### src/hw/rtl/ppc_pkg.sv
// Shared constants, types and tables for the pursuit proportional controller.
package ppc_pkg;

    localparam int CORDIC_STAGES_DEF = 16;
    localparam int CORDIC_TAB_LEN    = 24;
    localparam int SQRT_STEPS        = 17;

    localparam int POS_W  = 16;
    localparam int DIFF_W = 17;
    localparam int HEAD_W = 16;
    localparam int XY_W   = 36;
    localparam int XY_SHIFT = 14;
    localparam int ANG_W  = 20;
    localparam int SQ_W   = 35;
    localparam int DIST_W = 17;
    localparam int LIN_W  = 24;
    localparam int ANGC_W = 20;
    localparam int GAIN_W = 12;
    localparam int STOFF_W = 15;
    localparam int CFG_IDX_W  = 2;
    localparam int CFG_DATA_W = 15;
    localparam int IN_DATA_W  = 80;
    localparam int OUT_DATA_W = 64;

    localparam logic [GAIN_W-1:0]  GAIN_LINEAR_RST  = 12'd2304;
    localparam logic [GAIN_W-1:0]  GAIN_ANGULAR_RST = 12'd1280;
    localparam logic [STOFF_W-1:0] STANDOFF_RST     = 15'd1024;

    localparam logic signed [ANG_W-1:0] ANG_HALF_PI = 20'sd102944;
    localparam logic signed [17:0] Q13_PI     = 18'sd25736;
    localparam logic signed [17:0] Q13_TWO_PI = 18'sd51472;

    // register indexes of the config port
    typedef enum logic [CFG_IDX_W-1:0] {
        CFG_GAIN_LINEAR  = 2'd0,
        CFG_GAIN_ANGULAR = 2'd1,
        CFG_STANDOFF     = 2'd2
    } t_cfg_index;

    // payload carried along the cell chain
    typedef struct packed {
        logic signed [XY_W-1:0]   x;
        logic signed [XY_W-1:0]   y;
        logic signed [ANG_W-1:0]  z;
        logic [SQ_W-1:0]          rem;
        logic [SQ_W-1:0]          root;
        logic                     coincident;
        logic signed [HEAD_W-1:0] heading;
    } t_cell_data;

    // atan(2^-i) in units of 2^-16 rad
    function automatic logic signed [ANG_W-1:0] atan_at(input int i);
        case (i)
            0:       return 20'sd51472;
            1:       return 20'sd30385;
            2:       return 20'sd16055;
            3:       return 20'sd8150;
            4:       return 20'sd4091;
            5:       return 20'sd2047;
            6:       return 20'sd1024;
            7:       return 20'sd512;
            8:       return 20'sd256;
            9:       return 20'sd128;
            10:      return 20'sd64;
            11:      return 20'sd32;
            12:      return 20'sd16;
            13:      return 20'sd8;
            14:      return 20'sd4;
            15:      return 20'sd2;
            16:      return 20'sd1;
            default: return 20'sd0;
        endcase
    endfunction

endpackage

### src/hw/rtl/ppc_front.sv
// Front end: position differences, squared distance and CORDIC quadrant fold.
module ppc_front (
    input  logic                              i_clk,
    input  logic                              i_rst_n,
    input  logic                              i_valid,
    output logic                              o_ready,
    input  logic signed [ppc_pkg::POS_W-1:0]  i_leader_x,
    input  logic signed [ppc_pkg::POS_W-1:0]  i_leader_y,
    input  logic signed [ppc_pkg::POS_W-1:0]  i_follower_x,
    input  logic signed [ppc_pkg::POS_W-1:0]  i_follower_y,
    input  logic signed [ppc_pkg::HEAD_W-1:0] i_follower_heading,
    output logic                              o_valid,
    input  logic                              i_ready,
    output ppc_pkg::t_cell_data               o_data
);

    logic                               r1_valid;
    logic signed [ppc_pkg::DIFF_W-1:0]  r1_dx, r1_dy;
    logic signed [ppc_pkg::HEAD_W-1:0]  r1_head;
    logic                               r2_valid;
    ppc_pkg::t_cell_data                r2_data;

    logic                               ready1, ready2;
    logic signed [ppc_pkg::DIFF_W-1:0]  n_dx, n_dy;
    logic signed [2*ppc_pkg::DIFF_W-1:0] dx2, dy2;
    logic signed [ppc_pkg::XY_W-1:0]    x0, y0;
    ppc_pkg::t_cell_data                n_data;

    assign ready2  = !r2_valid || i_ready;
    assign ready1  = !r1_valid || ready2;
    assign o_ready = ready1;
    assign o_valid = r2_valid;
    assign o_data  = r2_data;

    assign n_dx = ppc_pkg::DIFF_W'(i_leader_x) - ppc_pkg::DIFF_W'(i_follower_x);
    assign n_dy = ppc_pkg::DIFF_W'(i_leader_y) - ppc_pkg::DIFF_W'(i_follower_y);

    assign dx2 = r1_dx * r1_dx;
    assign dy2 = r1_dy * r1_dy;
    assign x0  = ppc_pkg::XY_W'(r1_dx) <<< ppc_pkg::XY_SHIFT;
    assign y0  = ppc_pkg::XY_W'(r1_dy) <<< ppc_pkg::XY_SHIFT;

    always_comb begin
        n_data.rem        = ppc_pkg::SQ_W'(unsigned'(dx2)) + ppc_pkg::SQ_W'(unsigned'(dy2));
        n_data.root       = '0;
        n_data.coincident = (r1_dx == '0) && (r1_dy == '0);
        n_data.heading    = r1_head;
        n_data.x          = x0;
        n_data.y          = y0;
        n_data.z          = '0;
        // left half plane: rotate by a quarter turn first
        if (r1_dx[ppc_pkg::DIFF_W-1]) begin
            if (!r1_dy[ppc_pkg::DIFF_W-1]) begin
                n_data.x = y0;
                n_data.y = -x0;
                n_data.z = ppc_pkg::ANG_HALF_PI;
            end else begin
                n_data.x = -y0;
                n_data.y = x0;
                n_data.z = -ppc_pkg::ANG_HALF_PI;
            end
        end
    end

    always_ff @(posedge i_clk) begin
        if (!i_rst_n) begin
            r1_valid <= 1'b0;
            r2_valid <= 1'b0;
        end else begin
            if (ready1) r1_valid <= i_valid;
            if (ready2) r2_valid <= r1_valid;
        end
    end

    always_ff @(posedge i_clk) begin
        if (ready1 && i_valid) begin
            r1_dx   <= n_dx;
            r1_dy   <= n_dy;
            r1_head <= i_follower_heading;
        end
        if (ready2 && r1_valid) r2_data <= n_data;
    end

endmodule

### config.mk
export PLATFORM = sky130hd
export DESIGN_NAME = ppc_front
export DESIGN_NICKNAME = d
export VERILOG_FILES = /design/src/hw/rtl/ppc_pkg.sv /design/src/hw/rtl/ppc_front.sv
export SDC_FILE = /design/constraint.sdc
export NUM_CORES = 2
export LEC_CHECK = 0
export BUFFER_PORTS_ARGS = -buffer_cell sky130_fd_sc_hd__buf_2
export CAP_MARGIN = 25
export CELL_PAD_IN_SITES_DETAIL_PLACEMENT = 2
export CELL_PAD_IN_SITES_GLOBAL_PLACEMENT = 2
export CORE_UTILIZATION = 40
export DETAILED_ROUTE_END_ITERATION = 8
export PLACE_DENSITY = 0.9
export SLEW_MARGIN = 5
export SYNTH_ARGS = -nofsm -noshare
export SYNTH_HDL_FRONTEND = slang
export SYNTH_SLANG_ARGS = --single-unit
### constraint.sdc
create_clock -name i_clk -period 9.4 [get_ports i_clk]
set_clock_uncertainty 0.05 [all_clocks]
set_input_delay 1.41 -clock i_clk [delete_from_list [all_inputs] [get_ports i_clk]]
set_output_delay 1.41 -clock i_clk [all_outputs]
set_load 0.05 [all_outputs]
==> flow_summary.ini <==
[setup_path]
setup.worst_path.start = r1_dy[9]$_DFFE_PP_
worstSetupEndpointType = register
r2r_end = o_data[83]$_DFFE_PP_
cpPeakStageDelay_ps = 600
required_ps = 9720
crit_type = register to register
r2r-start = r1_dy[9]$_DFFE_PP_
critPathArrivalTime_ps = 9400
crit_slowest_cell = fa_1
rr_worst_depth = 33
cp_max_fo = 15
crit_top_cell = fa_1
rrSetupSlack_ps = 310
endpoint = o_data[83]$_DFFE_PP_
critical_path.startpoint_type = register

[timing]
hold_viol_final = 0
finalSetupViolCount = 0
maxSlewViolCount = 0
rsz0062_at_grt = false
slew-limit-headroom = 0.2835
fin_crit_ps = 9085
finalCritPeriodShare = 0.9665
fmax_mhz = 110.1
tightest_slew_ps = 1061
tns_ps = 0

[synth]
seq_area_frac_synth = 0.1560
synth-seq-cells = 150
yosys-top-cells-area = fa_1 (38%), edfxtp_1 (15%), ha_1 (11%)
async_flop_share = 0
netlist_instances = 2988
synth_area_um2 = 28740
ys.flop_type = edfxtp_1
synth.avg_cell_area_um2 = 9.618
synth.yosys.warnings = 0
synth-edff-count = 148
synth_cell_types = 67
synth_largest_area_cell = fa_1
synth_top_area_frac = 0.3782

[drt]
vias = 22310
drc = 0
first_pass_iters = 5
drt_wl_total_um = 110500
drt_iter0_drc = 1113
vias_per_cell = 5.405
wl_per_cell_um = 26.78
drtAntennaViolNets = 0

[finish]
area_growth_pct = 9.117
final_cell_mix = inv_1 (736), fa_1 (543), ha_1 (254), nand2_1 (214)
finalNonFillerCells = 4127
final_net_count = 4052
final_common_cell = inv_1
drive_gt1_frac = 0.1008
fillers = 7616
utilization = 0.4447

[floorplan]
die_height_um = 270.0
dieArea_um2 = 72920
start_util = 0.4076
core_um2 = 70510
num_rows = 97
pin_count = 265
die_x_um = 270.0

[clock_tree]
tritoncts = built
cts_made_buffers = 17
clockRootBuffer = clkbuf_16
clk_pin_slew_ps = 90
worstSkewPairLatency_ps = 530
clock-sinks = 150
cts_buffer_depth = 2
hold_buffers = 0
cts-htree-levels = 4

[placed_design]
dp_cells = 4077
dp_hpwl_um = 91610
io_buffers = 196
place.gp.congestion = 0.8775

[global_routing]
grt_max_degree = 63
grt_pass1_wl_um = 166600
track_usage = 0.3089
grt_pass1_vias = 27470
overflow = 0
antenna_found_initial = 6

[run_status]
status = completed

[worst_hold_path]
hold_class = register to register

[flow_run]
maxCapViolCount = 0
-- worst min path at each step --
stage / depth (start not counted) / to / startpoint / slack (ps)
floorplan: 0 / o_data[0]$_DFFE_PP_ / r1_head[0]$_DFFE_PP_ / 350
global placement: 0 / o_data[14]$_DFFE_PP_ / r1_head[14]$_DFFE_PP_ / 350
detailed placement: 0 / o_data[8]$_DFFE_PP_ / r1_head[8]$_DFFE_PP_ / 360
CTS: 0 / o_data[3]$_DFFE_PP_ / r1_head[3]$_DFFE_PP_ / 380
global route: 0 / o_data[8]$_DFFE_PP_ / r1_head[8]$_DFFE_PP_ / 380
finish: 0 / o_data[3]$_DFFE_PP_ / r1_head[3]$_DFFE_PP_ / 380
-- state kept, by name, indices dropped and copies added (netlist names) --
register / cells
o_valid: 1
o_data: 98
r1_head: 16
r1_dy: 17
r1_valid: 1
r1_dx: 17
-- cell type report --
| type | instances | area (um2) | share of cell area |
|---|---|---|---|
| Tap cell | 940 | 1176 | 0.03751 |
| Multi-Input combinational cell | 1996 | 20810 | 0.6635 |
| Antenna cell | 3 | 7.507 | 0.0002394 |
| Clock buffer | 17 | 425.4 | 0.01357 |
| Timing Repair Buffer | 256 | 1468 | 0.04680 |
| Clock inverter | 15 | 173.9 | 0.005546 |
| Inverter | 750 | 2819 | 0.08989 |
| Sequential cell | 150 | 4484 | 0.1430 |
-- critical path: cells and delay by family (launching register included) --
family | cells | cell delay (ps)
AND/OR/NAND/NOR | 4 | 700
buffers and inverters | 6 | 1050
adder cells (fa/ha/maj) | 8 | 3180
flip-flops | 1 | 490
XOR/XNOR | 1 | 170
AO/OA/AOI/OAI | 14 | 3260
-- logic make-up after synthesis --
group,after synthesis,synth area share
flip-flops,150,0.1560
AO/OA/AOI/OAI,344,0.07671
XOR/XNOR,164,0.04998
buffers and inverters,914,0.1300
adder cells (fa/ha/maj),797,0.4888
multiplexers,8,0.003004
AND/OR/NAND/NOR,610,0.09535
other,1,0.0001305
-- through the flow --
step	cell area, um2	hold slack, ps	setup slack (ps)
2_1_floorplan	29010	350.3	1607
3_3_place_gp	30590	350.8	995.9
3_5_place_dp	30590	360.4	242.3
4_1_cts	31190	380.9	172.0
5_1_grt	31350	383.1	41.00
6_report	31360	376.8	314.9
-- metal layers --
layer  vias to the layer above  part of all wire  wire, um  GRT usage
met2                       854              0.54     60010     0.5847
met1                     11740              0.35     39050     0.3253
met3                       327             0.046      5098    0.04676
met4                         2             0.057      6329     0.1678
li1                       9389                 -         -          -
met5                         -           0.00011        12          0
-- repair_timing --
action	4_1_cts	5_1_grt
endpoints found under the setup margin	0	6
buffers inserted	0	13
resized for setup	0	2
-- Yosys cell counts, types with 10 or more instances --
cell type  number
nand3_1        27
buf_1          10
nand2_1       214
nor2_1        196
xnor2_1       128
a21oi_1       122
xor2_1         36
nand4_1        12
fa_1          543
inv_1         736
clkbuf_1       73
clkinv_1       14
or3_1          10
a31oi_1        13
ha_1          254
edfxtp_1      148
nand2b_1       14
nor3_1         25
a21o_1         35
buf_4          81
o21a_1         16
and2_1         66
nor2b_1        17
o21ai_0        56
o21bai_1       18
Power is not shown: default switching activity piles up to over one toggle a cycle in this logic, so the estimate is an artifact.
