[src/hw/rtl/ppc_pkg.sv]
// Shared constants, types and tables for the pursuit proportional controller.
package ppc_pkg;

    localparam int CORDIC_STAGES_DEF = 16;
    localparam int CORDIC_TAB_LEN    = 24;
    localparam int SQRT_STEPS        = 17;

    localparam int POS_W  = 16;
    localparam int DIFF_W = 17;
    localparam int HEAD_W = 16;
    localparam int XY_W   = 36;
    localparam int XY_SHIFT = 14;
    localparam int ANG_W  = 20;
    localparam int SQ_W   = 35;
    localparam int DIST_W = 17;
    localparam int LIN_W  = 24;
    localparam int ANGC_W = 20;
    localparam int GAIN_W = 12;
    localparam int STOFF_W = 15;
    localparam int CFG_IDX_W  = 2;
    localparam int CFG_DATA_W = 15;
    localparam int IN_DATA_W  = 80;
    localparam int OUT_DATA_W = 64;

    localparam logic [GAIN_W-1:0]  GAIN_LINEAR_RST  = 12'd2304;
    localparam logic [GAIN_W-1:0]  GAIN_ANGULAR_RST = 12'd1280;
    localparam logic [STOFF_W-1:0] STANDOFF_RST     = 15'd1024;

    localparam logic signed [ANG_W-1:0] ANG_HALF_PI = 20'sd102944;
    localparam logic signed [17:0] Q13_PI     = 18'sd25736;
    localparam logic signed [17:0] Q13_TWO_PI = 18'sd51472;

    // register indexes of the config port
    typedef enum logic [CFG_IDX_W-1:0] {
        CFG_GAIN_LINEAR  = 2'd0,
        CFG_GAIN_ANGULAR = 2'd1,
        CFG_STANDOFF     = 2'd2
    } t_cfg_index;

    // payload carried along the cell chain
    typedef struct packed {
        logic signed [XY_W-1:0]   x;
        logic signed [XY_W-1:0]   y;
        logic signed [ANG_W-1:0]  z;
        logic [SQ_W-1:0]          rem;
        logic [SQ_W-1:0]          root;
        logic                     coincident;
        logic signed [HEAD_W-1:0] heading;
    } t_cell_data;

    // atan(2^-i) in units of 2^-16 rad
    function automatic logic signed [ANG_W-1:0] atan_at(input int i);
        case (i)
            0:       return 20'sd51472;
            1:       return 20'sd30385;
            2:       return 20'sd16055;
            3:       return 20'sd8150;
            4:       return 20'sd4091;
            5:       return 20'sd2047;
            6:       return 20'sd1024;
            7:       return 20'sd512;
            8:       return 20'sd256;
            9:       return 20'sd128;
            10:      return 20'sd64;
            11:      return 20'sd32;
            12:      return 20'sd16;
            13:      return 20'sd8;
            14:      return 20'sd4;
            15:      return 20'sd2;
            16:      return 20'sd1;
            default: return 20'sd0;
        endcase
    endfunction

endpackage

[src/hw/rtl/ppc_back.sv]
// Back end: bearing rounding, angle wrap, gain products, saturation, output register.
module ppc_back (
    input  logic                               i_clk,
    input  logic                               i_rst_n,
    input  logic                               i_valid,
    output logic                               o_ready,
    input  ppc_pkg::t_cell_data                i_data,
    input  logic [ppc_pkg::GAIN_W-1:0]         i_gain_linear,
    input  logic [ppc_pkg::GAIN_W-1:0]         i_gain_angular,
    input  logic [ppc_pkg::STOFF_W-1:0]        i_standoff,
    output logic                               o_valid,
    input  logic                               i_ready,
    output logic [ppc_pkg::DIST_W-1:0]         o_distance,
    output logic signed [ppc_pkg::LIN_W-1:0]   o_linear_command,
    output logic signed [ppc_pkg::ANGC_W-1:0]  o_angular_command
);

    localparam logic signed [ppc_pkg::ANG_W-1:0] Z_HALF = 20'sd4;
    localparam logic signed [30:0] LIN_RND = 31'sd128;
    localparam logic signed [28:0] ANG_RND = 29'sd128;
    localparam logic signed [30:0] LIN_MAX = 31'sd8388607;
    localparam logic signed [30:0] LIN_MIN = -31'sd8388608;
    localparam logic signed [28:0] ANG_MAX = 29'sd524287;
    localparam logic signed [28:0] ANG_MIN = -29'sd524288;

    logic                              r1_valid, r2_valid, r3_valid;
    logic [ppc_pkg::DIST_W-1:0]        r1_dist, r2_dist, r3_dist;
    logic signed [15:0]                r1_err;
    logic signed [17:0]                r1_ldiff;
    logic signed [30:0]                r2_lprod;
    logic signed [28:0]                r2_aprod;
    logic signed [ppc_pkg::LIN_W-1:0]  r3_lin;
    logic signed [ppc_pkg::ANGC_W-1:0] r3_ang;

    logic                              ready1, ready2, ready3;
    logic signed [ppc_pkg::ANG_W-1:0]  zr, bearing;
    logic signed [17:0]                err, err_w, n_ldiff;
    logic [ppc_pkg::DIST_W-1:0]        n_dist;
    logic signed [30:0]                lprod, lr;
    logic signed [28:0]                aprod, ar;
    logic signed [ppc_pkg::LIN_W-1:0]  n_lin;
    logic signed [ppc_pkg::ANGC_W-1:0] n_ang;

    assign ready3  = !r3_valid || i_ready;
    assign ready2  = !r2_valid || ready3;
    assign ready1  = !r1_valid || ready2;
    assign o_ready = ready1;
    assign o_valid = r3_valid;
    assign o_distance        = r3_dist;
    assign o_linear_command  = r3_lin;
    assign o_angular_command = r3_ang;

    // stage 1: round bearing to Q3.13, wrap the error into (-pi, pi]
    assign zr      = (i_data.z + Z_HALF) >>> 3;
    assign bearing = i_data.coincident ? '0 : zr;
    assign err     = 18'(bearing) - 18'(i_data.heading);
    assign n_dist  = i_data.root[ppc_pkg::DIST_W-1:0];
    assign n_ldiff = signed'({1'b0, n_dist}) - signed'({3'b0, i_standoff});

    always_comb begin
        priority if (err > ppc_pkg::Q13_PI) err_w = err - ppc_pkg::Q13_TWO_PI;
        else if (err <= -ppc_pkg::Q13_PI)   err_w = err + ppc_pkg::Q13_TWO_PI;
        else                                err_w = err;
    end

    // stage 2: gain products
    assign lprod = r1_ldiff * signed'({1'b0, i_gain_linear});
    assign aprod = r1_err * signed'({1'b0, i_gain_angular});

    // stage 3: round half up, saturate
    assign lr = (r2_lprod + LIN_RND) >>> 8;
    assign ar = (r2_aprod + ANG_RND) >>> 8;

    always_comb begin
        priority if (lr > LIN_MAX) n_lin = LIN_MAX[ppc_pkg::LIN_W-1:0];
        else if (lr < LIN_MIN)     n_lin = LIN_MIN[ppc_pkg::LIN_W-1:0];
        else                       n_lin = lr[ppc_pkg::LIN_W-1:0];
        priority if (ar > ANG_MAX) n_ang = ANG_MAX[ppc_pkg::ANGC_W-1:0];
        else if (ar < ANG_MIN)     n_ang = ANG_MIN[ppc_pkg::ANGC_W-1:0];
        else                       n_ang = ar[ppc_pkg::ANGC_W-1:0];
    end

    always_ff @(posedge i_clk) begin
        if (!i_rst_n) begin
            r1_valid <= 1'b0;
            r2_valid <= 1'b0;
            r3_valid <= 1'b0;
        end else begin
            if (ready1) r1_valid <= i_valid;
            if (ready2) r2_valid <= r1_valid;
            if (ready3) r3_valid <= r2_valid;
        end
    end

    always_ff @(posedge i_clk) begin
        if (ready1 && i_valid) begin
            r1_dist  <= n_dist;
            r1_err   <= err_w[15:0];
            r1_ldiff <= n_ldiff;
        end
        if (ready2 && r1_valid) begin
            r2_dist  <= r1_dist;
            r2_lprod <= lprod;
            r2_aprod <= aprod;
        end
        if (ready3 && r2_valid) begin
            r3_dist <= r2_dist;
            r3_lin  <= n_lin;
            r3_ang  <= n_ang;
        end
    end

endmodule

[config.mk]
export PLATFORM = sky130hd
export DESIGN_NAME = ppc_back
export DESIGN_NICKNAME = d
export VERILOG_FILES = /design/src/hw/rtl/ppc_pkg.sv /design/src/hw/rtl/ppc_back.sv
export SDC_FILE = /design/constraint.sdc
export NUM_CORES = 1
export LEC_CHECK = 0
export ABC_AREA = 1
export BUFFER_PORTS_ARGS = -buffer_cell sky130_fd_sc_hd__buf_2
export CAP_MARGIN = 25
export CORE_ASPECT_RATIO = 1.2
export CORE_UTILIZATION = 57
export CTS_CLUSTER_SIZE = 25
export DETAILED_ROUTE_END_ITERATION = 6
export GPL_ROUTABILITY_DRIVEN = 0
export PLACE_DENSITY_LB_ADDON = 0.12
export SKIP_LAST_GASP = 1
export SLEW_MARGIN = 20
export SYNTH_ARGS = -nofsm -noshare
export SYNTH_HDL_FRONTEND = slang
export SYNTH_SLANG_ARGS = --single-unit
[constraint.sdc]
create_clock -name i_clk -period 7.33 [get_ports i_clk]
set_input_delay 0.733 -clock i_clk [delete_from_list [all_inputs] [get_ports i_clk]]
set_output_delay 0.733 -clock i_clk [all_outputs]
set_load 0.05 [all_outputs]
==> results.sh <==
export IMPL_first_pass_iters=5
export IMPL_critPathLaunch="r1_err[5]$_DFFE_PP_"
export IMPL_ys_flop_type="edfxtp_1"
export IMPL_dr_first_iter_drc_count=895
export IMPL_path_common_cell="inv_1"
export IMPL_clkSinkCount=178
export IMPL_post_cts_resized=0
export IMPL_path_cells="nand2_1 > inv_1 > fa_1 > inv_1 > fa_1 > inv_1 > fa_1 > inv_1 > fa_1 > fa_1 > inv_1 > ha_1 > a21oi_1 > inv_1 > o21ai_0 > nand2_1 > a21oi_1 > o21ai_0 > a21oi_1 > nor2_1 > nor2_1 > xnor2_1"
export IMPL_antenna_found_initial=2
export IMPL_synthTopCellsByArea="fa_1, edfxtp_1, inv_1"
export IMPL_syn_area_um2=25100
export IMPL_first_global_vias=19737
export IMPL_period_needed_ps=5860
export IMPL_synth_most_common_cell="inv_1"
export IMPL_worst_slew_pin_slew_ps=847
export IMPL_syn2layout_area_growth_pct=6.86
export IMPL_clock_fmax_ghz=0.171
export IMPL_via_count=18702
export IMPL_initial_utilization=0.582
export IMPL_worstSetupPathDepth=22
export IMPL_grt_overflow_total=0
export IMPL_synth_area_per_cell_um2=8.19
export IMPL_io_pins=285
export IMPL_slew_headroom=0.435
export IMPL_r2r_slack_ps=1470
export IMPL_ant_nets=0
export IMPL_setup_viol_count_final=0
export IMPL_rsz0062_at_grt="false"
export IMPL_finalSetupTns_ps=0
export IMPL_rr_worst_depth=22
export IMPL_multi_input_comb_area_um2=16000
export IMPL_yosysSeqAreaShare=0.212
export IMPL_syn_inst=3066
export IMPL_hold_viol=0
export IMPL_critPathSlowestCell="edfxtp_1"
export IMPL_synth_nets=3833
export IMPL_cp_required_ps=7530
export IMPL_endpoint="r2_aprod[23]$_DFFE_PP_"
export IMPL_cp_num_buf_inv=6
export IMPL_status="completed"
export IMPL_nFillCells=3839
export IMPL_rows=83
export IMPL_fin_crit_sh=0.800
export IMPL_endpoint_kind="flip-flop"
export IMPL_clk_pin_slew_ps=60
export IMPL_synth_edf_count=175
export IMPL_cts_hold_buf=0
export IMPL_wl_mm=53.2
export IMPL_synth_seq_cells=178
export IMPL_fin_nets=3926
export IMPL_synth_top_cell_by_area="fa_1"
export IMPL_grt_max_degree=64
export IMPL_fin_skew_ps=10.3
export IMPL_reg2reg_to="r2_aprod[23]$_DFFE_PP_"
export IMPL_timing_rr_start="r1_err[5]$_DFFE_PP_"
export IMPL_port_buffers=157
export IMPL_report_final_slew_viol_count=0
export IMPL_critPathArrivalTime_ps=6060
export IMPL_via_per_inst=5.02
export IMPL_critPathMaxFanout=12
export IMPL_cts_buffer_depth=2
export IMPL_htree_levels=4
export IMPL_grt_pass1_wl_mm=91.9
export IMPL_netlist_top_cells_count="inv_1, nand2_1, fa_1"
export IMPL_synth_cell_type_count=50
export IMPL_clock_latency_ps=450
export IMPL_cts_made_buffers=17
export IMPL_grt_use_total=0.255
export IMPL_cts_setup_buffers=0
export IMPL_cts_tree="yes"
export IMPL_slowest_delay_ps=660
export IMPL_hp_class="reg -> reg"
export IMPL_wl_per_cell_um=14.3
export IMPL_layout_drive_gt1_share=0.0754
export IMPL_seqCellArea_um2=5320
export IMPL_cts_root_buf="clkbuf_16"
export IMPL_yosys_warnings=0
export IMPL_fin_util=0.622
export IMPL_drc=0
export IMPL_cpLargestDelayFamily="adder cells"
export IMPL_synth_top_cell_area_share=0.300
export IMPL_worst_setup_path_type="reg -> reg"
export IMPL_synth_async_reset_ratio=0
export IMPL_core_area_um2=43100
export IMPL_dp_hpwl_mm=44.0
export IMPL_dieHeight_um=232
export IMPL_drv_cap=0
export IMPL_die_area_um2=44900
export IMPL_dieWidth_um=194
export IMPL_cp_start_kind="flip-flop"
[worst min path at each step]
stage,to,from,cells past startpoint
6_report,r2_dist[3]$_DFFE_PP_,r1_dist[3]$_DFFE_PP_,0
5_1_grt,r2_dist[12]$_DFFE_PP_,r1_dist[12]$_DFFE_PP_,0
4_1_cts,r2_dist[1]$_DFFE_PP_,r1_dist[1]$_DFFE_PP_,0
3_5_place_dp,r2_dist[11]$_DFFE_PP_,r1_dist[11]$_DFFE_PP_,0
3_3_place_gp,r2_dist[13]$_DFFE_PP_,r1_dist[13]$_DFFE_PP_,0
2_1_floorplan,o_distance[0]$_DFFE_PP_,r2_dist[0]$_DFFE_PP_,0
[kinds of logic after synthesis]
logic type,share of synthesized area
flip-flops,0.212
buffers and inverters,0.152
XOR/XNOR,0.0419
AND/OR/NAND/NOR,0.170
adder cells (fa/ha/maj),0.384
AO/OA/AOI/OAI,0.0400
[cells in the final DEF (no fill, tap or decap), drive strengths merged, types with 2 or more instances in the layout]
cell type,n
inv,924
nand2,789
fa,376
edfxtp,175
ha,169
buf,160
a21oi,109
nor2,105
nand3,83
xor2,75
o21ai,43
xnor2,42
nand4,22
clkbuf,21
nor3,19
o21a,7
nor4,6
a31oi,4
o21bai,4
nand3b,4
nor3b,3
a211oi,3
a21o,3
o2111ai,3
and3,3
clkinv,3
dfxtp,3
o211ai,2
bufinv,2
clkinvlp,2
[state kept, by name, summed over array words and instances, names as in the netlist, 17 cells and up]
name               count
r2_aprod              22
r1_ldiff              18
r1_dist               17
o_linear_command      24
o_angular_command     20
r2_lprod              24
o_distance            17
r2_dist               17
[area by class of cell]
type                    count  share of cell area
multi-input cells        1880               0.596
flip-flops and latches    178               0.198
inverters                 922               0.129
repair buffers            160              0.0306
well taps                 552              0.0257
clock buffers              21              0.0164
clock inverters             9             0.00401
diodes                      1           0.0000933
[metrics by stage]
step	cells	instance area [um2]	hold WS (ps)	setup slack, ps
2_1_floorplan	3066	25100	400	1490
3_3_place_gp	3691	26300	402	1270
3_5_place_dp	3692	26300	405	1160
4_1_cts	3722	26800	420	1490
5_1_grt	3722	26800	425	1040
6_report	3723	26800	420	1470
[per-layer routing]
metal  track usage  vias to the layer above  wire length [um]
li1              -                     9133                 -
met1         0.322                     8973             23100
met2         0.449                      517             25900
met3        0.0479                       75              3240
met4        0.0698                        4               951
met5             0                        -                23
Power is left out: the tool's default activity adds up to more than one toggle a clock period on the data nets, which glitch-free logic cannot reach.
