## config.mk

```make
export PLATFORM = sky130hd
export DESIGN_NAME = ppc_cell
export DESIGN_NICKNAME = d
export VERILOG_FILES = /design/src/hw/rtl/ppc_pkg.sv /design/src/hw/rtl/ppc_cell.sv
export SDC_FILE = /design/constraint.sdc
export NUM_CORES = 1
export LEC_CHECK = 0
export BUFFER_PORTS_ARGS = -buffer_cell sky130_fd_sc_hd__buf_2
export CORE_MARGIN = 1
export CORE_UTILIZATION = 30
export DETAILED_ROUTE_END_ITERATION = 8
export MAX_ROUTING_LAYER = met4
export PLACE_DENSITY = 0.51
export SYNTH_ARGS = -nofsm -noshare
export SYNTH_HDL_FRONTEND = slang
export SYNTH_SLANG_ARGS = --single-unit
```

## constraint.sdc

```tcl
create_clock -name i_clk -period 8.5 [get_ports i_clk]
set_input_delay 1.7 -clock i_clk [delete_from_list [all_inputs] [get_ports i_clk]]
set_output_delay 1.7 -clock i_clk [all_outputs]
set_load 0.005 [all_outputs]
```

## src/hw/rtl/ppc_pkg.sv

```systemverilog
// Shared constants, types and tables for the pursuit proportional controller.
package ppc_pkg;

    localparam int CORDIC_STAGES_DEF = 16;
    localparam int CORDIC_TAB_LEN    = 24;
    localparam int SQRT_STEPS        = 17;

    localparam int POS_W  = 16;
    localparam int DIFF_W = 17;
    localparam int HEAD_W = 16;
    localparam int XY_W   = 36;
    localparam int XY_SHIFT = 14;
    localparam int ANG_W  = 20;
    localparam int SQ_W   = 35;
    localparam int DIST_W = 17;
    localparam int LIN_W  = 24;
    localparam int ANGC_W = 20;
    localparam int GAIN_W = 12;
    localparam int STOFF_W = 15;
    localparam int CFG_IDX_W  = 2;
    localparam int CFG_DATA_W = 15;
    localparam int IN_DATA_W  = 80;
    localparam int OUT_DATA_W = 64;

    localparam logic [GAIN_W-1:0]  GAIN_LINEAR_RST  = 12'd2304;
    localparam logic [GAIN_W-1:0]  GAIN_ANGULAR_RST = 12'd1280;
    localparam logic [STOFF_W-1:0] STANDOFF_RST     = 15'd1024;

    localparam logic signed [ANG_W-1:0] ANG_HALF_PI = 20'sd102944;
    localparam logic signed [17:0] Q13_PI     = 18'sd25736;
    localparam logic signed [17:0] Q13_TWO_PI = 18'sd51472;

    // register indexes of the config port
    typedef enum logic [CFG_IDX_W-1:0] {
        CFG_GAIN_LINEAR  = 2'd0,
        CFG_GAIN_ANGULAR = 2'd1,
        CFG_STANDOFF     = 2'd2
    } t_cfg_index;

    // payload carried along the cell chain
    typedef struct packed {
        logic signed [XY_W-1:0]   x;
        logic signed [XY_W-1:0]   y;
        logic signed [ANG_W-1:0]  z;
        logic [SQ_W-1:0]          rem;
        logic [SQ_W-1:0]          root;
        logic                     coincident;
        logic signed [HEAD_W-1:0] heading;
    } t_cell_data;

    // atan(2^-i) in units of 2^-16 rad
    function automatic logic signed [ANG_W-1:0] atan_at(input int i);
        case (i)
            0:       return 20'sd51472;
            1:       return 20'sd30385;
            2:       return 20'sd16055;
            3:       return 20'sd8150;
            4:       return 20'sd4091;
            5:       return 20'sd2047;
            6:       return 20'sd1024;
            7:       return 20'sd512;
            8:       return 20'sd256;
            9:       return 20'sd128;
            10:      return 20'sd64;
            11:      return 20'sd32;
            12:      return 20'sd16;
            13:      return 20'sd8;
            14:      return 20'sd4;
            15:      return 20'sd2;
            16:      return 20'sd1;
            default: return 20'sd0;
        endcase
    endfunction

endpackage

```

## src/hw/rtl/ppc_cell.sv

```systemverilog
// One chain cell: a CORDIC vectoring iteration and/or a square root digit step, each enabled by a parameter.
module ppc_cell #(
    parameter int IDX       = 0,
    parameter bit DO_CORDIC = 1'b1,
    parameter bit DO_SQRT   = 1'b1
) (
    input  logic                i_clk,
    input  logic                i_rst_n,
    input  logic                i_valid,
    output logic                o_ready,
    input  ppc_pkg::t_cell_data i_data,
    output logic                o_valid,
    input  logic                i_ready,
    output ppc_pkg::t_cell_data o_data
);

    localparam int SQ_SH = DO_SQRT ? 2 * (ppc_pkg::SQRT_STEPS - 1 - IDX) : 0;
    localparam logic [ppc_pkg::SQ_W-1:0] SQ_BIT = ppc_pkg::SQ_W'(1) << SQ_SH;
    localparam logic signed [ppc_pkg::ANG_W-1:0] ATAN = ppc_pkg::atan_at(IDX);

    logic                            r_valid;
    ppc_pkg::t_cell_data             r_data;
    ppc_pkg::t_cell_data             n_data;
    logic signed [ppc_pkg::XY_W-1:0] xs, ys;
    logic [ppc_pkg::SQ_W-1:0]        trial;
    logic                            ready;

    assign ready   = !r_valid || i_ready;
    assign o_ready = ready;
    assign o_valid = r_valid;
    assign o_data  = r_data;

    assign xs    = i_data.x >>> IDX;
    assign ys    = i_data.y >>> IDX;
    assign trial = i_data.root + SQ_BIT;

    always_comb begin
        n_data = i_data;
        if (DO_CORDIC) begin
            if (!i_data.y[ppc_pkg::XY_W-1]) begin
                n_data.x = i_data.x + ys;
                n_data.y = i_data.y - xs;
                n_data.z = i_data.z + ATAN;
            end else begin
                n_data.x = i_data.x - ys;
                n_data.y = i_data.y + xs;
                n_data.z = i_data.z - ATAN;
            end
        end
        if (DO_SQRT) begin
            if (i_data.rem >= trial) begin
                n_data.rem  = i_data.rem - trial;
                n_data.root = (i_data.root >> 1) + SQ_BIT;
            end else begin
                n_data.root = i_data.root >> 1;
            end
        end
    end

    always_ff @(posedge i_clk) begin
        if (!i_rst_n) begin
            r_valid <= 1'b0;
        end else if (ready) begin
            r_valid <= i_valid;
        end
    end

    always_ff @(posedge i_clk) begin
        if (ready && i_valid) r_data <= n_data;
    end

endmodule

```

==> metrics.yaml, run 1 <==
cts:
  cts.hold.buffers_added: 0
  numCtsBuffers: 17
  htreeDepth: 4
  cts_tree: "yes"
  insertion_delay_ps: 500
  cts-root-buf: "clkbuf_16"
  clkTransAtPathRegs_ps: 80
  cts_buffer_depth: 2
  ctsResizeCount: 0
  cts_sinks: 179
  cts_setup_buffers: 0
floorplan:
  fp.dieW_um: 226
  io_pins: 364
  start_util_pct: 30.6
  die_h_um: 226
  die_area_um2: 51200
  core_um2: 49300
  row_count: 81
sta:
  worst_hold_slack_ps: 540
  tns_ps: 0
  fin_crit_sh_pct: 56.6
  setup_ws_ps: 3690
  finClkSkew_ps: 11.2
  finalHoldViolCount: 0
  setup_viol: 0
  relSlewSlack_pct: 30.8
  grt_setup_unrepaired: "no"
  slew_viol_final: 0
  period_needed_ps: 4810
  tightest_slew_ps: 1030
  fmax_mhz: 208
critical_path:
  end_kind: "flip-flop"
  crit_family: "compound AO/OA/AOI/OAI gates"
  required_ps: 8740
  slowest_delay_ps: 800
  r2r_setup_slack_ps: 6080
  start_kind: "primary input"
  critical-path-slowest-cell: "a2111oi_0"
  cp_max_fo: 13
  cp.arrival_ps: 5050
  cp.buffers_inverters: 3
  path_cells: "buf_2 > inv_1 > ha_1 > inv_1 > or3_1 > a2111oi_0 > o21ai_0 > a21oi_1 > nor4_1 > a211oi_1 > xor2_1"
  worst_path_most_repeated_cell: "inv_1"
  path_class: "primary input to flip-flop"
synth:
  syn_nets: 2027
  synth_top_family_by_area: "compound AO/OA/AOI/OAI gates"
  postSynth.asyncResetShare_pct: 0
  yosysWarnings: 0
  synthSimpleGateAreaFrac_pct: 12.9
  synth_enable_flop_cells: 178
  muxShareOfSynthArea_pct: 1.30
  syn_area_um2: 15100
  ys_ff_latch: 179
  ys.flop_type: "edfxtp_1"
  syn-instance-count: 1679
  ys_top_cells_by_area: "edfxtp_1 35%, ha_1 13%, a21oi_1 5.7%"
  synth_fa_ha_area_share_pct: 13.9
  synth_compound_area_share_pct: 23.8
  yosysTopAreaCellShare_pct: 35.4
  ys_types: 79
  syn_avg_cell_area_um2: 8.98
  synth-xor-area-share_pct: 6.45
  yosysSeqAreaShare_pct: 35.6
  yosysTopAreaCell: "edfxtp_1"
placement:
  dpl.hpwl_um: 43400
  place_ws_ps: 3370
  place.gp.congestion: 0.939
  io_buffers: 363
drt:
  drt-total-wl_um: 53700
  vias_per_cell: 5.19
  first_iter_violations: 950
  routedWlPerCell_um: 20.1
  route.detailed.drc: 0
  antenna_left: 0
  drt_first_pass_iters: 5
  vias: 13900
global_routing:
  grtUsageTotal_pct: 21.2
  grt_pass1_wl_um: 79500
  grt_antenna_before_repair: 1
  overflow: 0
  grt_pass1_vias: 13500
  grt_max_degree: 75
power_and_ir_drop:
  p_leak_uw: 0.00798
  irDropWorstVdd_mv: 0.152
  power.density_nw_per_um2: 165
cells_and_area:
  drive_gt1_share_pct: 21.1
  diodes: 0
  final_util_pct: 36.7
  fin_nets: 2346
  syn2layout_area_growth_pct: 19.9
status:
  status: "finished, final reports clean"
flow_run:
  timing.max_cap.violations: 0
min_path:
  hp-class: "flip-flop to flip-flop"
==> layout by cell type (no fill, tap or decap), types with 13 or more instances in the layout <==
cell type,instances
nor2b_1,22
nand4_1,24
clkbuf_16,17
a21oi_1,173
ha_1,160
nor3_1,29
nand2b_1,16
o21ai_0,126
nand2_1,117
a21o_1,42
edfxtp_1,178
a31oi_1,22
xnor2_1,87
mux2i_1,14
nor4_1,13
xor2_1,24
nor2_1,93
o21a_1,19
inv_1,167
a211oi_1,19
nand3_1,31
o31ai_1,20
o211ai_1,21
buf_2,363
o21bai_1,35
==> final cells by class <==
type	count	area, um2
inverters	172	646
flip-flops and latches	179	5370
multi-input cells	1260	8800
fillers	5142	31200
well taps	664	831
clock inverters	15	164
repair buffers	368	1850
clock buffers	17	425
==> per-layer routing <==
metal  global-route usage, %  vias to the layer above  part of all wire, %
met4                    6.80                        0                  2.0
li1                        -                     6749                    -
met2                    35.5                      453                   49
met3                    3.38                       64                  5.1
met5                       -                        -                    0
met1                    26.0                     6613                   44
==> logic make-up (layout without fill, tap and decap cells) <==
kind of cell             Yosys count  in the layout
buffers and inverters            240            572
adder cells (fa/ha/maj)          165            165
multiplexers                      19             19
flip-flops                       179            179
AO/OA/AOI/OAI                    565            565
XOR/XNOR                         111            111
AND/OR/NAND/NOR                  400            400
==> cells in the mapped netlist (19+ instances only) <==
| cell type | instances |
|---|---|
| edfxtp_1 | 178 |
| a21oi_1 | 173 |
| inv_1 | 168 |
| ha_1 | 160 |
| o21ai_0 | 126 |
| nand2_1 | 117 |
| nor2_1 | 93 |
| xnor2_1 | 87 |
| clkbuf_1 | 52 |
| a21o_1 | 42 |
| o21bai_1 | 35 |
| nand3_1 | 31 |
| nor3_1 | 29 |
| nand4_1 | 24 |
| xor2_1 | 24 |
| a31oi_1 | 22 |
| nor2b_1 | 22 |
| o211ai_1 | 21 |
| o31ai_1 | 20 |
| a211oi_1 | 19 |
| o21a_1 | 19 |
==> flip-flops by register name, summed over array words and instances (netlist names) <==
name,flops
o_data,178
o_valid,1
==> power by group <==
part	internal (uW)	switching (uW)	total (uW)
sequential	1110	30.6	1140
combinational	388	623	1010
clock	392	430	822
total	1890	1080	2980
==> path summary, 6_finish.rpt <==
path | startpoint | to | cells after the start
max | i_data[121] | o_data[140]$_DFFE_PP_ | 11
min | o_valid$_SDFFE_PN0N_ | o_valid$_SDFFE_PN0N_ | 2
max reg2reg | o_valid$_SDFFE_PN0N_ | o_data[136]$_DFFE_PP_ | 3
min reg2reg | o_valid$_SDFFE_PN0N_ | o_valid$_SDFFE_PN0N_ | 2
==> worst min-delay path, delay by kind of cell, from the launching register on <==
kind	cells	cell delay, ps
flip-flops	1	310
AND/OR/NAND/NOR	1	100
AO/OA/AOI/OAI	1	80
==> stage by stage <==
stage	area [um2]	power (uW)	cells
global route	18100	3140	2675
global placement	17500	2170	2643
floorplan	15100	1790	1679
CTS	18100	3010	2675
finish	18100	2980	2675
detailed placement	17500	2170	2643
Power figures use the tool's default switching activity.
==> run 2, diff against run 1 <==
--- a/config.mk
+++ b/config.mk
@@ -10,7 +10,7 @@
 export CORE_UTILIZATION = 30
 export DETAILED_ROUTE_END_ITERATION = 8
 export MAX_ROUTING_LAYER = met4
-export PLACE_DENSITY = 0.51
+export PLACE_DENSITY = 0.53
 export SYNTH_ARGS = -nofsm -noshare
 export SYNTH_HDL_FRONTEND = slang
 export SYNTH_SLANG_ARGS = --single-unit
==> constraint.sdc (replaced) <==
create_clock -name i_clk -period 4.4 [get_ports i_clk]
set_input_delay 0.88 -clock i_clk [delete_from_list [all_inputs] [get_ports i_clk]]
set_output_delay 0.88 -clock i_clk [all_outputs]
set_load 0.005 [all_outputs]
==> metrics.yaml, run 2 (same netlist as run 1, synthesis figures left out) <==
min_path:
  hp-class: "primary input to flip-flop"
  worstHoldStart: "i_data[9]"
global_routing:
  grtUsageTotal_pct: 21.0
  grt_pass1_vias: 13900
  grt_antenna_before_repair: 3
  grt_pass1_wl_um: 79200
  overflow: 0
  grt_max_degree: 71
floorplan:
  io_pins: 364
  row_count: 81
  start_util_pct: 30.6
  die_area_um2: 51200
  fp.dieW_um: 226
  core_um2: 49300
  die_h_um: 226
sta:
  setup_viol: 0
  relSlewSlack_pct: 45.2
  fin_crit_sh_pct: 81.5
  finClkSkew_ps: 9.09
  grt_setup_unrepaired: "no"
  tns_ps: 0
  fmax_mhz: 279
  tightest_slew_ps: 822
  period_needed_ps: 3590
  finalHoldViolCount: 0
  slew_viol_final: 0
critical_path:
  end_kind: "flip-flop"
  cp_max_fo: 40
  path_class: "primary input to flip-flop"
  start_kind: "primary input"
  critical-path-slowest-cell: "a21bo_2"
  path_cells: "buf_2 > inv_1 > ha_1 > a21o_1 > or3_4 > o221a_4 > a211o_1 > a211oi_1 > a21bo_2 > buf_12 > o21ai_0"
  slowest_delay_ps: 610
  crit_start: "i_data[21]"
  r2r_start: "o_valid$_SDFFE_PN0N_"
  required_ps: 4630
  cp.arrival_ps: 3820
drt:
  drt-total-wl_um: 53300
  vias: 14100
  route.detailed.drc: 0
  vias_per_cell: 5.18
  first_iter_violations: 1016
  antenna_left: 0
  routedWlPerCell_um: 19.5
  drt_first_pass_iters: 6
cells_and_area:
  syn2layout_area_growth_pct: 22.5
  final_util_pct: 37.5
  multi_input_area_um2: 8800
  fin_nets: 2394
  seq_area_um2: 5370
  drive_gt1_share_pct: 22.9
  largest_reg_flops: 178
  mostFrequentLayoutCells: "363 x buf_2, 178 x edfxtp_1, 173 x a21oi_1"
  fin_area_um2: 18500
  final_common_cell: "buf_2"
  nFillCells: 5173
cts:
  cts.hold.buffers_added: 0
  cts_buffer_depth: 2
  cts_sinks: 179
  cts_tree: "yes"
  clkTransAtPathRegs_ps: 80
  insertion_delay_ps: 490
  htreeDepth: 4
  ctsResizeCount: 0
  cts-root-buf: "clkbuf_16"
  cts_setup_buffers: 0
  numCtsBuffers: 17
placement:
  place_area_um2: 17900
  place.gp.congestion: 0.934
  io_buffers: 363
  dpl.hpwl_um: 43200
power_and_ir_drop:
  irDropWorstVdd_mv: 0.289
  p_leak_uw: 0.00823
  power.density_nw_per_um2: 313
status:
  status: "finished, final reports clean"
flow_run:
  timing.max_cap.violations: 0
[run 2: area by class of cell]
type	instances	area share [%]
antenna	3	0.0406
inverter	172	3.49
clock inverter	14	0.765
multi-input combinational	1260	47.6
timing repair buffer	416	12.2
tap	664	4.50
sequential	179	29.0
clock buffer	18	2.38
[run 2: worst paths after layout]
check                                             end  slack (ps)  cells past startpoint
worst max-delay path             o_data[67]$_DFFE_PP_         810                     11
worst min-delay path              o_data[9]$_DFFE_PP_         560                      1
worst max register to register  o_data[170]$_DFFE_PP_        2590                      3
worst min register to register   o_valid$_SDFFE_PN0N_         580                      2
[run 2: where the power goes]
group	switching (uW)	total [uW]	leakage [uW]	internal (uW)
logic	1210	2010	0.00621	801
clock network	799	1560	0.000281	763
registers	56.0	2200	0.00173	2150
total	2060	5780	0.00823	3710
[run 2: through the flow]
stage / hold WS (ps) / instances / setup slack, ps / total power [uW]
floorplan: 536 / 1679 / 599 / 3450
global placement: 535 / 2691 / 394 / 4230
detailed placement: 567 / 2691 / 298 / 4240
CTS: 523 / 2723 / 843 / 5830
global route: 528 / 2726 / 698 / 6090
finish: 560 / 2726 / 813 / 5780
[run 2: per-layer routing]
layer  global-route usage [%]  wire length (um)
met1                     25.3             23000
met2                     34.6             25500
met3                     4.02              3250
met4                     7.93              1490
met5                        -                 0
[run 2: critical path: cells and delay by family]
kind	cells	cell delay (ps)
AO/OA/AOI/OAI	6	1810
buffers and inverters	3	400
adder cells (fa/ha/maj)	1	360
AND/OR/NAND/NOR	1	340
==> run 3, diff against run 2 <==
--- a/config.mk
+++ b/config.mk
@@ -5,12 +5,13 @@
 export SDC_FILE = /design/constraint.sdc
 export NUM_CORES = 1
 export LEC_CHECK = 0
+export ABC_AREA = 1
 export BUFFER_PORTS_ARGS = -buffer_cell sky130_fd_sc_hd__buf_2
 export CORE_MARGIN = 1
 export CORE_UTILIZATION = 30
 export DETAILED_ROUTE_END_ITERATION = 8
 export MAX_ROUTING_LAYER = met4
-export PLACE_DENSITY = 0.53
+export PLACE_DENSITY = 0.52
 export SYNTH_ARGS = -nofsm -noshare
 export SYNTH_HDL_FRONTEND = slang
 export SYNTH_SLANG_ARGS = --single-unit
==> constraint.sdc (replaced) <==
create_clock -name i_clk -period 2.88 [get_ports i_clk]
set_input_delay 0.576 -clock i_clk [delete_from_list [all_inputs] [get_ports i_clk]]
set_output_delay 0.576 -clock i_clk [all_outputs]
set_load 0.005 [all_outputs]
==> metrics.yaml, run 3 <==
flow_run:
  timing.max_cap.violations: 0
synth:
  ys_ff_latch: 179
  yosysSeqAreaShare_pct: 31.4
  synth.top_cells.by_count: "845 x nand2_1, 415 x inv_1, 203 x nor2_1"
  muxShareOfSynthArea_pct: 0
  syn_area_um2: 17100
  syn-instance-count: 2531
  synthSimpleGateAreaFrac_pct: 31.5
  yosysWarnings: 0
  yosysTopAreaCell: "edfxtp_1"
  synth_enable_flop_cells: 178
  synth_fa_ha_area_share_pct: 12.3
  ys_top_cells_by_area: "edfxtp_1 31%, nand2_1 19%, ha_1 12%"
  yosysTopAreaCellShare_pct: 31.3
  syn_nets: 2879
  synth_compound_area_share_pct: 10.4
  ys.flop_type: "edfxtp_1"
  synth-xor-area-share_pct: 3.28
  postSynth.asyncResetShare_pct: 0
  syn_avg_cell_area_um2: 6.75
  ys_types: 40
  synth_most_common_cell: "nand2_1"
  synth_top_family_by_area: "simple AND/OR/NAND/NOR gates"
critical_path:
  required_ps: 3150
  cp_max_fo: 10
  r2r_setup_slack_ps: 1210
  end_kind: "flip-flop"
  path_class: "primary input to flip-flop"
  start_kind: "primary input"
  cp.arrival_ps: 2720
drt:
  routedWlPerCell_um: 17.4
  vias_per_cell: 4.73
  route.detailed.drc: 0
  vias: 17900
  drt_first_pass_iters: 8
  antenna_left: 0
  drt-total-wl_um: 65900
  first_iter_violations: 1072
sta:
  finalHoldViolCount: 0
  finClkSkew_ps: 14.1
  fin_crit_sh_pct: 85.4
  fmax_mhz: 407
  grt_setup_unrepaired: "no"
  setup_viol: 0
  period_needed_ps: 2460
  relSlewSlack_pct: 39.7
  tightest_slew_ps: 905
  slew_viol_final: 0
  worst_hold_slack_ps: 248
placement:
  io_buffers: 363
  dpl.hpwl_um: 55800
  place_area_um2: 20800
  dpl.cell_count: 3757
  place.gp.congestion: 0.950
global_routing:
  grt_pass1_wl_um: 98200
  grt_pass1_vias: 17600
  grtUsageTotal_pct: 23.3
  grt_max_degree: 76
  grt_antenna_before_repair: 1
  overflow: 0
cts:
  cts_sinks: 179
  cts-root-buf: "clkbuf_16"
  cts_tree: "yes"
  cts_buffer_depth: 2
  numCtsBuffers: 17
  cts_setup_buffers: 0
  ctsResizeCount: 0
  cts.hold.buffers_added: 0
  htreeDepth: 4
  clkTransAtPathRegs_ps: 80
  insertion_delay_ps: 510
cells_and_area:
  fin_nets: 3368
  nFillCells: 6125
  stdcell_count: 3790
  drive_gt1_share_pct: 19.6
  final_common_cell: "nand2_1"
  largest_reg_flops: 178
  mostFrequentLayoutCells: "845 x nand2_1, 412 x inv_1, 363 x buf_2"
  syn2layout_area_growth_pct: 25.4
  fin_area_um2: 21400
power_and_ir_drop:
  p_seq_share_pct: 35.5
  irDropWorstVdd_mv: 0.508
  power.density_nw_per_um2: 437
  p_leak_uw: 0.0114
  clkPwrFrac_pct: 26.1
  power.share.switching_pct: 37.9
  p_switching_uw: 3550
  pwr-share-comb_pct: 38.3
  internal_power_uw: 5820
floorplan:
  start_util_pct: 30.4
  fp.dieW_um: 241
  core_um2: 56300
  io_pins: 364
  die_h_um: 241
  row_count: 87
  die_area_um2: 57900
status:
  status: "finished, final reports clean"
min_path:
  hp-class: "primary input to flip-flop"
run 3: cell count changes in the layout (fill, tap and decap cells not counted), sizes merged, moves of 20 or more:
cell    before  now
nand2      117  851
inv        173  426
nand3       31  194
nor2        93  213
buf        416  526
xnor2       87   11
a21o        42    6
xor2        24   53
o21ai      131  108
nor2b       22    0
o211ai      21    0
o31ai       21    1
run 3: kinds of logic (layout without fill, tap and decap cells):
| logic type | count (synthesis) | in the layout |
|---|---|---|
| AOI/OAI and AO/OA | 332 | 332 |
| and+or+nand+nor | 1316 | 1316 |
| xor gates and xnor gates | 64 | 64 |
| DFF | 179 | 179 |
| adders and majority gates | 165 | 165 |
| buffers and inverters | 475 | 977 |
| other | 0 | 1 |
run 3: worst paths after layout:
kind	start	to	depth (start not counted)
setup / recovery	i_data[136]	o_data[141]$_DFFE_PP_	12
setup reg to reg	o_valid$_SDFFE_PN0N_	o_data[174]$_DFFE_PP_	2
hold / removal	i_data[87]	o_data[87]$_DFFE_PP_	1
hold reg to reg	o_valid$_SDFFE_PN0N_	o_valid$_SDFFE_PN0N_	2
run 3: area by class of cell:
cell class	count	area, um2	share of cell area, %
diodes	1	2.50	0.0117
clock buffers	19	443	2.07
clock inverters	13	138	0.643
inverters	419	1590	7.41
multi-input cells	1877	9830	45.9
flip-flops and latches	179	5370	25.0
well taps	756	946	4.42
repair buffers	526	3100	14.5
run 3: through the flow:
step | setup slack, ps | TNS, ps | power [uW] | util (%)
after CTS | 483 | 0 | 9460 | 38.1
after detailed placement | -88.0 | -344 | 6970 | 37.0
after global routing | 241 | 0 | 9960 | 38.1
after floorplan | -1070 | -190900 | 5400 | -
after global placement | -65.6 | -160 | 6950 | 37.0
final | 421 | 0 | 9370 | 38.1
run 3: metal layers:
layer	vias to the layer above	global-route usage, %	wire [um]
met5	-	-	0
met3	85	3.43	3800
met4	0	7.89	1660
li1	9039	-	-
met2	558	39.6	31900
met1	8254	28.2	28600
run 3: critical path, stage by stage:
cell,delay [ps]
buf_2,100
inv_1,40
ha_1,490
inv_1,280
nand2_1,130
nor3_1,450
and2_1,200
nand2_1,130
nand2_1,90
nand2_1,60
nand3_1,80
nand2_1,70
run 3: power by group through the flow:
stage | Sequential (uW) | Clock (uW) | Combinational [uW]
after CTS | 3340 | 2530 | 3590
after global routing | 3350 | 2600 | 4000
final | 3330 | 2450 | 3590
after global placement | 3390 | 0 | 3560
after floorplan | 3420 | 0 | 1990
after detailed placement | 3390 | 0 | 3580
